==> src/design/edm_pkg.sv <==
// Shared types and codes for the edge debounce monitor.
// No dependencies; imported by edm_decide and edge_debounce_monitor.
`timescale 1ns / 1ps

package edm_pkg;

  // Result codes carried on the master-side tuser.
  typedef enum logic [2:0] {
    RES_QUERY       = 3'd0,
    RES_BOUNCE_SOON = 3'd1,
    RES_BOUNCE_SAME = 3'd2,
    RES_CHANGE      = 3'd3,
    RES_READ_FAIL   = 3'd4
  } result_e;

  // Held switch state.
  typedef enum logic [1:0] {
    SW_CLOSED  = 2'd0,
    SW_OPEN    = 2'd1,
    SW_UNKNOWN = 2'd2
  } door_e;

  // Item kind carried on the slave-side tuser.
  localparam logic MODE_EDGE  = 1'b0;
  localparam logic MODE_QUERY = 1'b1;

  localparam int WINDOW_BITS = 16;
  localparam logic [WINDOW_BITS-1:0] WINDOW_RESET = 16'd50;

  // State updates decided for one beat.
  typedef struct packed {
    logic accept_time;  // record now as the last accepted edge time
    logic change;       // take the new level, change time and count
    logic bounce;       // bump the bounce counter
  } upd_t;

endpackage

==> src/design/edm_decide.sv <==
// Per-beat debounce decision: window check, level compare, result code.
// Depends on edm_pkg.
`timescale 1ns / 1ps

module edm_decide #(
  parameter int TIME_BITS = 32
) (
  input  logic                              mode_i,
  input  logic [TIME_BITS-1:0]              now_i,
  input  logic                              level_i,
  input  logic                              failed_i,
  input  logic [edm_pkg::WINDOW_BITS-1:0]   window_i,
  input  edm_pkg::door_e                    door_i,
  input  logic [TIME_BITS-1:0]              last_accept_i,
  input  logic [TIME_BITS-1:0]              last_change_i,
  output edm_pkg::result_e                  code_o,
  output edm_pkg::upd_t                     upd_o,
  output logic [TIME_BITS-1:0]              held_o
);
  import edm_pkg::*;

  logic [TIME_BITS-1:0] since;
  logic                 too_soon;
  logic                 same_level;

  assign since      = now_i - last_accept_i;
  assign held_o     = now_i - last_change_i;
  assign too_soon   = 64'(since) < 64'(window_i);
  assign same_level = {1'b0, level_i} == door_i;

  always_comb begin
    code_o = RES_QUERY;
    upd_o  = '0;
    if (mode_i == MODE_EDGE) begin
      if (too_soon) begin
        code_o       = RES_BOUNCE_SOON;
        upd_o.bounce = 1'b1;
      end else begin
        upd_o.accept_time = 1'b1;
        if (failed_i) begin
          code_o = RES_READ_FAIL;
        end else if (same_level) begin
          code_o       = RES_BOUNCE_SAME;
          upd_o.bounce = 1'b1;
        end else begin
          code_o       = RES_CHANGE;
          upd_o.change = 1'b1;
        end
      end
    end
  end

endmodule

==> src/design/edge_debounce_monitor.sv <==
// Top level of the edge debounce monitor: stream ports, state and counters.
// Depends on edm_pkg and edm_decide.
`timescale 1ns / 1ps

// Lockout-window debounce for a two-level switch line. Each slave beat is an
// edge event (tuser 0) or a status query (tuser 1) stamped with a wrapping
// millisecond time; each produces exactly one master beat with a result code
// on tuser and the held state, change count, bounce count and the time since
// the previous change on tdata. An edge closer than debounce_window_ms to the
// last accepted edge is a bounce; otherwise its time is recorded, a failed
// read is dropped, a level equal to the held state is a bounce and any other
// level is a change. The held state starts unknown, so the first good edge
// past the window is always a change. Throughput is one beat per cycle while
// m_axis_tready is high: a beat lands in an input register, the decision is
// two subtracts, two compares and the counter increments, and the result is
// registered in the output register, which drives tvalid. The input register
// frees as soon as its beat moves on, so a new beat is taken while a result
// still waits on m_axis_tready. Write the window through cfg_we_i/cfg_wdata_i
// only while the block is idle.
module edge_debounce_monitor #(
  parameter int TIME_BITS  = 32,
  parameter int COUNT_BITS = 32
) (
  input  logic         clk_i,
  input  logic         rst_ni,
  // config: lockout window in ms
  input  logic         cfg_we_i,
  input  logic [15:0]  cfg_wdata_i,
  // slave side
  input  logic         s_axis_tvalid,
  output logic         s_axis_tready,
  input  logic [39:0]  s_axis_tdata,   // now_ms[31:0], line_level[32], read_failed[33], 0
  input  logic [0:0]   s_axis_tuser,   // mode[0]
  // master side
  output logic         m_axis_tvalid,
  input  logic         m_axis_tready,
  output logic [103:0] m_axis_tdata,   // door_status[1:0], changes_seen[33:2],
                                       // bounces_seen[65:34], held_ms[97:66], 0
  output logic [2:0]   m_axis_tuser    // result_code[2:0]
);
  import edm_pkg::*;

  // Configuration register.
  logic [WINDOW_BITS-1:0] window_q;

  // Input register.
  logic        in_valid_q;
  logic        mode_q;
  logic [31:0] now_q;
  logic        level_q;
  logic        failed_q;

  // Block state.
  door_e                 door_q;
  logic [TIME_BITS-1:0]  accept_time_q;
  logic [TIME_BITS-1:0]  change_time_q;
  logic [COUNT_BITS-1:0] chg_cnt_q;
  logic [COUNT_BITS-1:0] bnc_cnt_q;

  // Output register (counts and state are read straight from the state,
  // which cannot move while a result is pending).
  logic                 out_valid_q;
  result_e              code_q;
  logic [31:0]          held_q;

  logic                 advance;
  logic [TIME_BITS-1:0] now_t;
  result_e              code;
  upd_t                 upd;
  logic [TIME_BITS-1:0] held;
  logic [63:0]          now_ext;
  logic [63:0]          held_ext;
  logic [63:0]          chg_ext;
  logic [63:0]          bnc_ext;

  // Move the input beat to the output register when the output is free.
  assign advance       = in_valid_q && (!out_valid_q || m_axis_tready);
  assign s_axis_tready = !in_valid_q || advance;

  assign now_ext = 64'(now_q);
  assign now_t   = now_ext[TIME_BITS-1:0];

  edm_decide #(
    .TIME_BITS(TIME_BITS)
  ) u_decide (
    .mode_i       (mode_q),
    .now_i        (now_t),
    .level_i      (level_q),
    .failed_i     (failed_q),
    .window_i     (window_q),
    .door_i       (door_q),
    .last_accept_i(accept_time_q),
    .last_change_i(change_time_q),
    .code_o       (code),
    .upd_o        (upd),
    .held_o       (held)
  );

  assign held_ext = 64'(held);

  always_ff @(posedge clk_i or negedge rst_ni) begin
    if (!rst_ni) begin
      window_q <= WINDOW_RESET;
    end else if (cfg_we_i) begin
      window_q <= cfg_wdata_i;
    end
  end

  // Input register: valid under reset, payload loads on acceptance.
  always_ff @(posedge clk_i or negedge rst_ni) begin
    if (!rst_ni) begin
      in_valid_q <= 1'b0;
    end else if (s_axis_tready) begin
      in_valid_q <= s_axis_tvalid;
    end
  end

  always_ff @(posedge clk_i) begin
    if (s_axis_tvalid && s_axis_tready) begin
      mode_q   <= s_axis_tuser[0];
      now_q    <= s_axis_tdata[31:0];
      level_q  <= s_axis_tdata[32];
      failed_q <= s_axis_tdata[33];
    end
  end

  // State update for the beat that advances.
  always_ff @(posedge clk_i or negedge rst_ni) begin
    if (!rst_ni) begin
      door_q        <= SW_UNKNOWN;
      accept_time_q <= '0;
      change_time_q <= '0;
      chg_cnt_q     <= '0;
      bnc_cnt_q     <= '0;
    end else if (advance) begin
      if (upd.accept_time) begin
        accept_time_q <= now_t;
      end
      if (upd.change) begin
        door_q        <= level_q ? SW_OPEN : SW_CLOSED;
        change_time_q <= now_t;
        chg_cnt_q     <= chg_cnt_q + 1'b1;
      end
      if (upd.bounce) begin
        bnc_cnt_q <= bnc_cnt_q + 1'b1;
      end
    end
  end

  // Output register.
  always_ff @(posedge clk_i or negedge rst_ni) begin
    if (!rst_ni) begin
      out_valid_q <= 1'b0;
    end else if (advance) begin
      out_valid_q <= 1'b1;
    end else if (m_axis_tready) begin
      out_valid_q <= 1'b0;
    end
  end

  always_ff @(posedge clk_i) begin
    if (advance) begin
      code_q <= code;
      held_q <= held_ext[31:0];
    end
  end

  assign chg_ext = 64'(chg_cnt_q);
  assign bnc_ext = 64'(bnc_cnt_q);

  assign m_axis_tvalid = out_valid_q;
  assign m_axis_tuser  = code_q;
  assign m_axis_tdata  = {6'd0, held_q, bnc_ext[31:0], chg_ext[31:0], door_q};

  // A change bumps the change counter by exactly one.
  assert property (@(posedge clk_i) disable iff (!rst_ni)
    advance && code == RES_CHANGE |=> chg_cnt_q == $past(chg_cnt_q) + 1'b1)
    else $error("change count did not advance on a change");

  // Bounce results bump the bounce counter by exactly one.
  assert property (@(posedge clk_i) disable iff (!rst_ni)
    advance && (code == RES_BOUNCE_SOON || code == RES_BOUNCE_SAME)
    |=> bnc_cnt_q == $past(bnc_cnt_q) + 1'b1)
    else $error("bounce count did not advance on a bounce");

  // A query leaves all state untouched.
  assert property (@(posedge clk_i) disable iff (!rst_ni)
    advance && code == RES_QUERY
    |=> $stable(door_q) && $stable(chg_cnt_q) && $stable(bnc_cnt_q)
        && $stable(accept_time_q) && $stable(change_time_q))
    else $error("query changed state");

  // The slave side stalls only when both registers are full and the master stalls.
  assert property (@(posedge clk_i) disable iff (!rst_ni)
    !s_axis_tready |-> in_valid_q && out_valid_q && !m_axis_tready)
    else $error("slave side stalled without a full pipeline");

endmodule

==> config.mk <==
export PLATFORM = sky130hd
export DESIGN_NAME = edge_debounce_monitor
export DESIGN_NICKNAME = d
export VERILOG_FILES = /design/src/design/edm_pkg.sv /design/src/design/edm_decide.sv /design/src/design/edge_debounce_monitor.sv
export SDC_FILE = /design/constraint.sdc
export NUM_CORES = 1
export LEC_CHECK = 0
export ABC_AREA = 1
export BUFFER_PORTS_ARGS = -buffer_cell sky130_fd_sc_hd__buf_2
export CAP_MARGIN = 20
export CORE_MARGIN = 8
export CORE_UTILIZATION = 55
export CTS_BUF_LIST = sky130_fd_sc_hd__clkbuf_2
export CTS_CLUSTER_SIZE = 16
export DETAILED_ROUTE_END_ITERATION = 6
export PLACE_DENSITY = 0.79
export REMOVE_ABC_BUFFERS = 1
export SLEW_MARGIN = 25
export SYNTH_ARGS = -nofsm -noshare
export SYNTH_HDL_FRONTEND = slang
export SYNTH_SLANG_ARGS = --single-unit
==> constraint.sdc <==
create_clock -name clk_i -period 2.76 [get_ports clk_i]
set_input_delay 0.414 -clock clk_i [delete_from_list [all_inputs] [get_ports clk_i]]
set_output_delay 0.414 -clock clk_i [all_outputs]
set_load 0.05 [all_outputs]
==> results_dict.tcl <==
set metrics [dict create \
    max-cap-violations 0 \
    hold_class "in2async" \
    worstPathRequired_ns 3.48 \
    dr.first_iter.drc_count 1232 \
    synth_enable_flop_cells 70 \
    dp_hpwl_mm 30.1 \
    start_util_pct 55.2 \
    async_reset_ff_share_pct 67.9 \
    p_per_area_mw_per_mm2 855 \
    syn_inst 1914 \
    fmax_mhz 284 \
    wl_per_cell_um 17.0 \
    drc 2 \
    drtAntennaViolNets 0 \
    r2r-end "change_time_q[17]$_DFFE_PN0P_" \
    clock-root-buffer "clkbuf_2" \
    rows 59 \
    synthTopCellsByArea "dfrtp_1 (25%), nand2_1 (18%), edfxtp_1 (15%)" \
    rsz0062_at_grt "yes" \
    track_usage_pct 28.5 \
    multi_input_area_mm2 0.00775 \
    seq_area_mm2 0.00581 \
    r2r_start "now_q[6]$_DFFE_PP_" \
    die_x_um 177 \
    htreeDepth 2 \
    worstSetupPathType "reg2reg" \
    drive_gt1_share_pct 25.4 \
    antenna_found_initial 2 \
    yosys_register_bits 218 \
    core_area_mm2 0.0258 \
    p_leak_uw 0.0101 \
    synth_top_cell_by_area "dfrtp_1" \
    fillers 1823 \
    portBuffers 158 \
    dieHeight_um 177 \
    setup_viol 139 \
    maxSlewHeadroom_pct 61.7 \
    violations "DRC, setup timing" \
    numCtsBuffers 56 \
    grt_pass1_vias 15200 \
    cts.sinks 218 \
    viasPerCell 5.45 \
    end_kind "register" \
    io_pins 171 \
    place_ws_ns -0.629 \
    crit_fanout 8 \
    dr.pass1.iters 7 \
    status "complete, but fails checks" \
    routed_wl_mm 46.6 \
    final_cell_area_mm2 0.0190 \
    hold_ws_ns 0.0507 \
    syn-cell-area_mm2 0.0142 \
    clk_latency_ns 0.88 \
    finalCritPeriodShare_pct 127 \
    clk_path_buf_depth 3 \
    placed_area_mm2 0.0165 \
    dieArea_mm2 0.0313 \
    cts_tree "yes" \
    avgSynthCellArea_um2 7.43 \
    hold_viol 0 \
    skew_ns 0.120 \
    reg2reg_slack_ns -0.76 \
    gp_congestion 0.950 \
    grt_max_degree 59 \
    start_kind "register" \
    grt-ovfl-total 0 \
    synth_top_area_share_pct 25.3 \
    min_period_ns 3.52 \
    yosysSeqAreaShare_pct 40.8 \
    area_growth_pct 33.3 \
    arrival_ns 4.24 \
    vias 15000 \
    ys.flop_type "dfrtp_1" \
    grt_pass1_wl_mm 72.8 \
    synth.distinct_cells 38 \
    path_clk_slew_ns 0.11 \
    worst_pin_slew_ns 0.574 \
    ys_warn_count 0 \
    maxSlewViolCount 0 \
    nNetsFinal 2506 \
    worst_slack_ns -0.756 \
    r2r_cells 20 \
    irDropWorstVdd_uv 626 \
]
## cells in the mapped netlist, types with 5 or more instances
master	number
a21oi_1	62
and2_1	5
buf_2	11
buf_4	9
buf_6	7
clkbuf_1	29
dfrtp_1	144
edfxtp_1	70
ha_1	79
inv_1	277
nand2_1	674
nand3_1	105
nand4_1	80
nor2_1	121
nor3_1	44
nor4_1	16
o21ai_0	35
xnor2_1	24
xor2_1	83
## worst max path at each step
stage,slack (ns),cells past startpoint,start,to
6_report,-0.76,20,now_q[6]$_DFFE_PP_,change_time_q[17]$_DFFE_PN0P_
3_3_place_gp,-0.57,18,now_q[13]$_DFFE_PP_,chg_cnt_q[19]$_DFFE_PN0P_
2_1_floorplan,-4.37,6,m_axis_tvalid$_DFFE_PN0P_,bnc_cnt_q[0]$_DFFE_PN0P_
4_1_cts,-0.41,21,now_q[6]$_DFFE_PP_,change_time_q[31]$_DFFE_PN0P_
5_1_grt,-0.84,20,now_q[6]$_DFFE_PP_,change_time_q[24]$_DFFE_PN0P_
3_5_place_dp,-0.63,17,now_q[13]$_DFFE_PP_,change_time_q[30]$_DFFE_PN0P_
## placed cells by master, fill, tap and decap left out, types with 24 or more instances in the layout
cell type      synthesis  layout
nand4_1               80      80
a21oi_1               62      48
nand2_1              674     606
nor2_1               121     111
nor3_1                44      41
dfrtp_1              144     144
dlygate4sd3_1          0      80
xor2_1                83      80
nand2_2                2      58
buf_4                  9     184
buf_2                 11     157
inv_1                277     265
clkbuf_2               0      88
ha_1                  79      60
nand3_1              105      97
xnor2_1               24      24
edfxtp_1              70      70
o21ai_0               35      27
## worst max-delay path: stages, from the launching register on
cell and delay [ns]:
edfxtp_1 0.45, ha_4 0.33, buf_4 0.12, nand2_4 0.06
nor2_2 0.17, nand3_1 0.15, nand3_2 0.14, xor2_2 0.19
ha_1 0.29, a21oi_2 0.13, nor2_1 0.07, a211oi_2 0.17
o221ai_2 0.13, a21oi_2 0.17, nand3_4 0.13, buf_12 0.17
nand3_4 0.10, buf_8 0.15, buf_4 0.14, nand2_1 0.06
nand2_1 0.06
## cells by family after synthesis
kind of cell / share of synthesized area (%)
other: 0.0264
buffers and inverters: 9.52
AND/OR/NAND/NOR: 31.1
flip-flops: 40.8
multiplexers: 0.0792
XOR/XNOR: 6.59
AO/OA/AOI/OAI: 4.59
adder cells (fa/ha/maj): 7.23
## power breakdown
group | internal [uW] | switching, uW | total [uW]
Combinational | 3420 | 5630 | 9050
Sequential | 4250 | 456 | 4710
Clock | 1030 | 1430 | 2460
Total | 8710 | 7510 | 16200
## flip-flops by register name, summed over array words and instances, names as in the netlist
| name | count |
|---|---|
| door_q | 2 |
| window_q | 16 |
| chg_cnt_q | 32 |
| m_axis_tuser | 3 |
| in_valid_q | 1 |
| mode_q | 1 |
| failed_q | 1 |
| m_axis_tvalid | 1 |
| held_q | 32 |
| change_time_q | 32 |
| level_q | 1 |
| accept_time_q | 32 |
| bnc_cnt_q | 32 |
| now_q | 32 |
## what timing repair did
| action | 4_1_cts | 5_1_grt |
|---|---|---|
| resized for setup | 104 | 78 |
| hold buffers | 80 | 0 |
| pin swaps | 18 | 23 |
| buffers inserted | 34 | 6 |
| setup endpoints to repair | 142 | 148 |
| gates cloned | 2 | 2 |
| hold endpoints to repair | 196 | 0 |
## through the flow
stage	cells	power (uW)	util, %	TNS (ns)
6_report	2747	16200	73.6	-91.24
3_5_place_dp	2517	12400	64.0	-77.13
3_3_place_gp	2517	12200	64.0	-72.27
4_1_cts	2738	15600	72.4	-46.61
2_1_floorplan	1862	9720	-	-533.75
5_1_grt	2747	17300	73.6	-104.37
## per-layer routing
metal	global-route usage (%)	share of wire, %	vias to the layer above
li1	-	-	7044
met3	5.82	7.1	208
met1	33.1	38	7043
met5	0	0	-
met2	48.4	49	685
met4	16.1	5.6	0
## cell type report
type	instances	area share [%]
Timing Repair Buffer	443	17.8
Antenna cell	2	0.0264
Inverter	277	5.50
Clock inverter	17	0.647
Multi-Input combinational cell	1367	40.9
Sequential cell	218	30.6
Clock buffer	88	2.32
Tap cell	335	2.21
Note: power is estimated with default switching activity, not from simulation.
